$ cat src/rtl/bdew_pkg.sv
// Shared types and constants for the binary dilate/erode window block.
// No dependencies; every other file of the block but bdew_ram imports this package.
package bdew_pkg;

    localparam int CFG_DATA_W  = 11;
    localparam int CFG_INDEX_W = 2;
    localparam int KERNEL_W    = 3;
    localparam int COORD_W     = 10;
    localparam int PIXEL_W     = 8;
    localparam int MAX_ROWS    = 1024;

    localparam logic [PIXEL_W-1:0] PIX_ZERO = 8'd0;
    localparam logic [PIXEL_W-1:0] PIX_FULL = 8'd255;

    // Bit positions inside the two-bit flag kept for every pixel.
    localparam int FLAG_ZERO_BIT = 0;
    localparam int FLAG_FULL_BIT = 1;

    localparam logic [CFG_DATA_W-1:0] RST_WIDTH  = 11'd640;
    localparam logic [CFG_DATA_W-1:0] RST_HEIGHT = 11'd480;
    localparam logic [KERNEL_W-1:0]   RST_KERNEL = 3'd3;

    typedef enum logic [CFG_INDEX_W-1:0] {
        CFG_WIDTH  = 2'd0,
        CFG_HEIGHT = 2'd1,
        CFG_KERNEL = 2'd2,
        CFG_MODE   = 2'd3
    } t_cfg_idx;

    typedef enum logic {
        OP_DILATE = 1'b0,
        OP_ERODE  = 1'b1
    } t_op;

    // Control shared by every cell of the window row.
    typedef struct packed {
        logic shift;      // a new column enters the row this cycle
        logic want_zero;  // look for zero flags (erode) rather than full flags
    } t_cell_ctl;

endpackage

$ cat src/rtl/bdew_cell.sv
// One column cell of the window row: holds a column of pixel flags, passes it
// to its neighbour on every shift and reports whether it sees a wanted flag.
// Depends on bdew_pkg.
module bdew_cell #(
    parameter int NR = 7
) (
    input  logic                   i_clk,
    input  bdew_pkg::t_cell_ctl    i_ctl,
    input  logic [NR-1:0][1:0]     i_col,
    input  logic                   i_col_ok,
    input  logic [NR-1:0]          i_row_ok,
    output logic [NR-1:0][1:0]     o_col,
    output logic                   o_hit
);
    import bdew_pkg::*;

    logic [NR-1:0][1:0] r_col;
    logic [NR-1:0]      sel;

    always_ff @(posedge i_clk) begin
        if (i_ctl.shift) begin
            r_col <= i_col;
        end
    end

    always_comb begin
        for (int j = 0; j < NR; j++) begin
            sel[j] = i_ctl.want_zero ? r_col[j][FLAG_ZERO_BIT] : r_col[j][FLAG_FULL_BIT];
        end
    end

    assign o_hit = i_col_ok && (|(sel & i_row_ok));
    assign o_col = r_col;
endmodule

$ cat config.mk
export PLATFORM = sky130hd
export DESIGN_NAME = bdew_cell
export DESIGN_NICKNAME = d
export VERILOG_FILES = /design/src/rtl/bdew_pkg.sv /design/src/rtl/bdew_cell.sv
export SDC_FILE = /design/constraint.sdc
export NUM_CORES = 1
export LEC_CHECK = 0
export BUFFER_PORTS_ARGS = -buffer_cell sky130_fd_sc_hd__buf_2
export CORE_ASPECT_RATIO = 0.9
export CORE_MARGIN = 1.5
export CORE_UTILIZATION = 25
export DETAILED_ROUTE_END_ITERATION = 8
export PLACE_DENSITY = 0.64
export SLEW_MARGIN = 20
export SYNTH_ARGS = -nofsm -noshare
export SYNTH_HDL_FRONTEND = slang
export SYNTH_SLANG_ARGS = --single-unit
$ cat constraint.sdc
create_clock -name i_clk -period 1.62 [get_ports i_clk]
set_clock_uncertainty 0.2 [all_clocks]
set_input_delay 0.081 -clock i_clk [delete_from_list [all_inputs] [get_ports i_clk]]
set_output_delay 0.081 -clock i_clk [all_outputs]
set_load 0.05 [all_outputs]
==> results_dict.tcl <==
set metrics [dict create \
    hold_depth 1 \
    relSlewSlack 0.773 \
    power_leakage_uw 0.000413 \
    period_needed_ns 1.90 \
    via_count 464 \
    fin_setup_tns_ns -0.278 \
    hp-start "i_ctl[1]" \
    largest_reg_flops 14 \
    die_height_microns 47.3 \
    gp_congestion 0.702 \
    seq_area_sq_um 420 \
    path_buf_inv 1 \
    rows 15 \
    synthesis.nets 52 \
    path_cells "mux2_4 > a222oi_1 > a31oi_2 > buf_6" \
    grt_pass1_wl_microns 1850 \
    cts_tree "built" \
    finalHoldViolations 0 \
    vias_per_cell 4.30 \
    area_delta_synth_final_pct 72.4 \
    dieArea_sq_um 2470 \
    htreeDepth 1 \
    root_buffer "clkbuf_4" \
    finalCritPeriodShare 1.17 \
    ant_nets 0 \
    multi_input_area_sq_um 115 \
    violations "negative setup slack" \
    clock-sinks 14 \
    cp-startpoint "o_col[5]" \
    grt_use_total 0.107 \
    fmax_mhz 527 \
    worstHoldEndpoint "o_col[3]" \
    maxCapViolCount 0 \
    tightest_slew_ns 0.340 \
    avgSynthCellArea_sq_um 20.2 \
    grt_max_degree 15 \
    drc 0 \
    hp-class "input pin to flip-flop" \
    path_class "flip-flop to output pin" \
    ys_warn_count 0 \
    setup_viol 1 \
    layout.nets 109 \
    layout-drive-gt1-share 0.590 \
    synthesis.area_sq_um 544 \
    ys_ff_latch 14 \
    crit_path_top_delay_cell "edfxtp_1" \
    final_cell_mix "buf_2 (38), dlygate4sd3_1 (14), edfxtp_1 (14), mux2_2 (4), clkbuf_4 (3)" \
    crit_arrival_ns 1.62 \
    startpoint_type "flip-flop" \
    antenna_cells 0 \
    drt_iter0_markers 4 \
    worstPathRequired_ns 1.34 \
    cts_buffers 3 \
    core_area_sq_um 1990 \
    die_w_microns 52.2 \
    slew_violations 0 \
    synth_seq_area_share 0.772 \
    status "finished with violations" \
    initial_core_util 0.274 \
    cellPowerDensity_nw_per_um2 933 \
    yosysUniqueCellTypes 10 \
    synth.top_cell.area_share 0.772 \
    endpoint_kind "output pin" \
    whs_ns 0.00434 \
    layout_commonest_cell "buf_2" \
    grt_pass1_vias 475 \
    wirelength_microns 1290 \
    detailedRoute.firstPassIterationCount 4 \
    ir_drop_v 0.000355 \
    rsz0062_at_grt "yes" \
    crit_fanout 2 \
    io_pins 40 \
    io_buffers 39 \
    synth_top_area_cell "edfxtp_1" \
    clock_path_buffers 2 \
    antenna_found_initial 0 \
    clkTransAtPathRegs_ns 0.08 \
    cpPeakStageDelay_ns 0.39 \
    synth_top_cells_by_area "edfxtp_1 (77%), mux2_2 (8.3%), a22oi_1 (2.8%), mux2_4 (2.8%), buf_6 (2.1%)" \
    grt.overflow.total 0 \
    crit_family "compound AO/OA/AOI/OAI gates" \
    wl_per_cell_microns 12.0 \
    setup_slack_ns -0.278 \
    fillers 185 \
    synthCells 27 \
]
metal layers:
layer / track usage / vias up / wire (microns)
li1: - / 224 / -
met5: 0 / - / 0
met2: 0.235 / 14 / 820
met3: 0.00318 / 4 / 41
met4: 0.0923 / 0 / 29
met1: 0.0858 / 222 / 403
kinds of logic after synthesis:
group,Yosys count,synth area share
buf+inv,2,0.0276
mux,5,0.110
compound gates,6,0.0897
flops,14,0.772
metrics by stage:
stage	worst slack (ns)	utilization	instances	power, uW	cell area (sq um)
floorplan	-0.291	-	27	594	551
global placement	-0.0135	0.385	90	656	766
detailed placement	-0.0368	0.385	90	659	766
CTS	-0.298	0.472	108	885	938
global route	-0.395	0.472	108	911	938
finish	-0.278	0.472	108	876	938
worst max path at each step:
stage | to | slack, ns | cells past startpoint
floorplan | o_hit | -0.29 | 3
global placement | o_hit | -0.01 | 4
detailed placement | o_hit | -0.04 | 4
CTS | o_hit | -0.30 | 4
global route | o_hit | -0.39 | 4
finish | o_hit | -0.28 | 4
where the power goes:
part	internal [uW]	switching [uW]	leakage, uW
Sequential	431	12.7	0.000137
Combinational	86.2	148	0.000260
Clock	89.3	108	0.0000154
synthesized netlist by cell type:
cell / count
edfxtp_1: 14
a222oi_1: 1
a22oi_1: 2
inv_1: 1
a221oi_1: 1
buf_6: 1
mux2_4: 1
a31oi_1: 1
a21o_2: 1
mux2_2: 4
cell type report:
type,count,share of cell area
Multi-Input combinational cell,11,0.123
Sequential cell,14,0.448
Clock buffer,3,0.0240
Inverter,1,0.00400
Timing Repair Buffer,53,0.364
Clock inverter,1,0.00400
Tap cell,25,0.0333
what timing repair did:
item / 4_1_cts / 5_1_grt
setup buffers: 0 / 0
pin swaps: 1 / 0
endpoints found under the setup margin: 1 / 1
hold endpoints to repair: 14 / 0
resized for setup: 2 / 0
hold buffers: 14 / 0
Power figures use the tool's default switching activity.
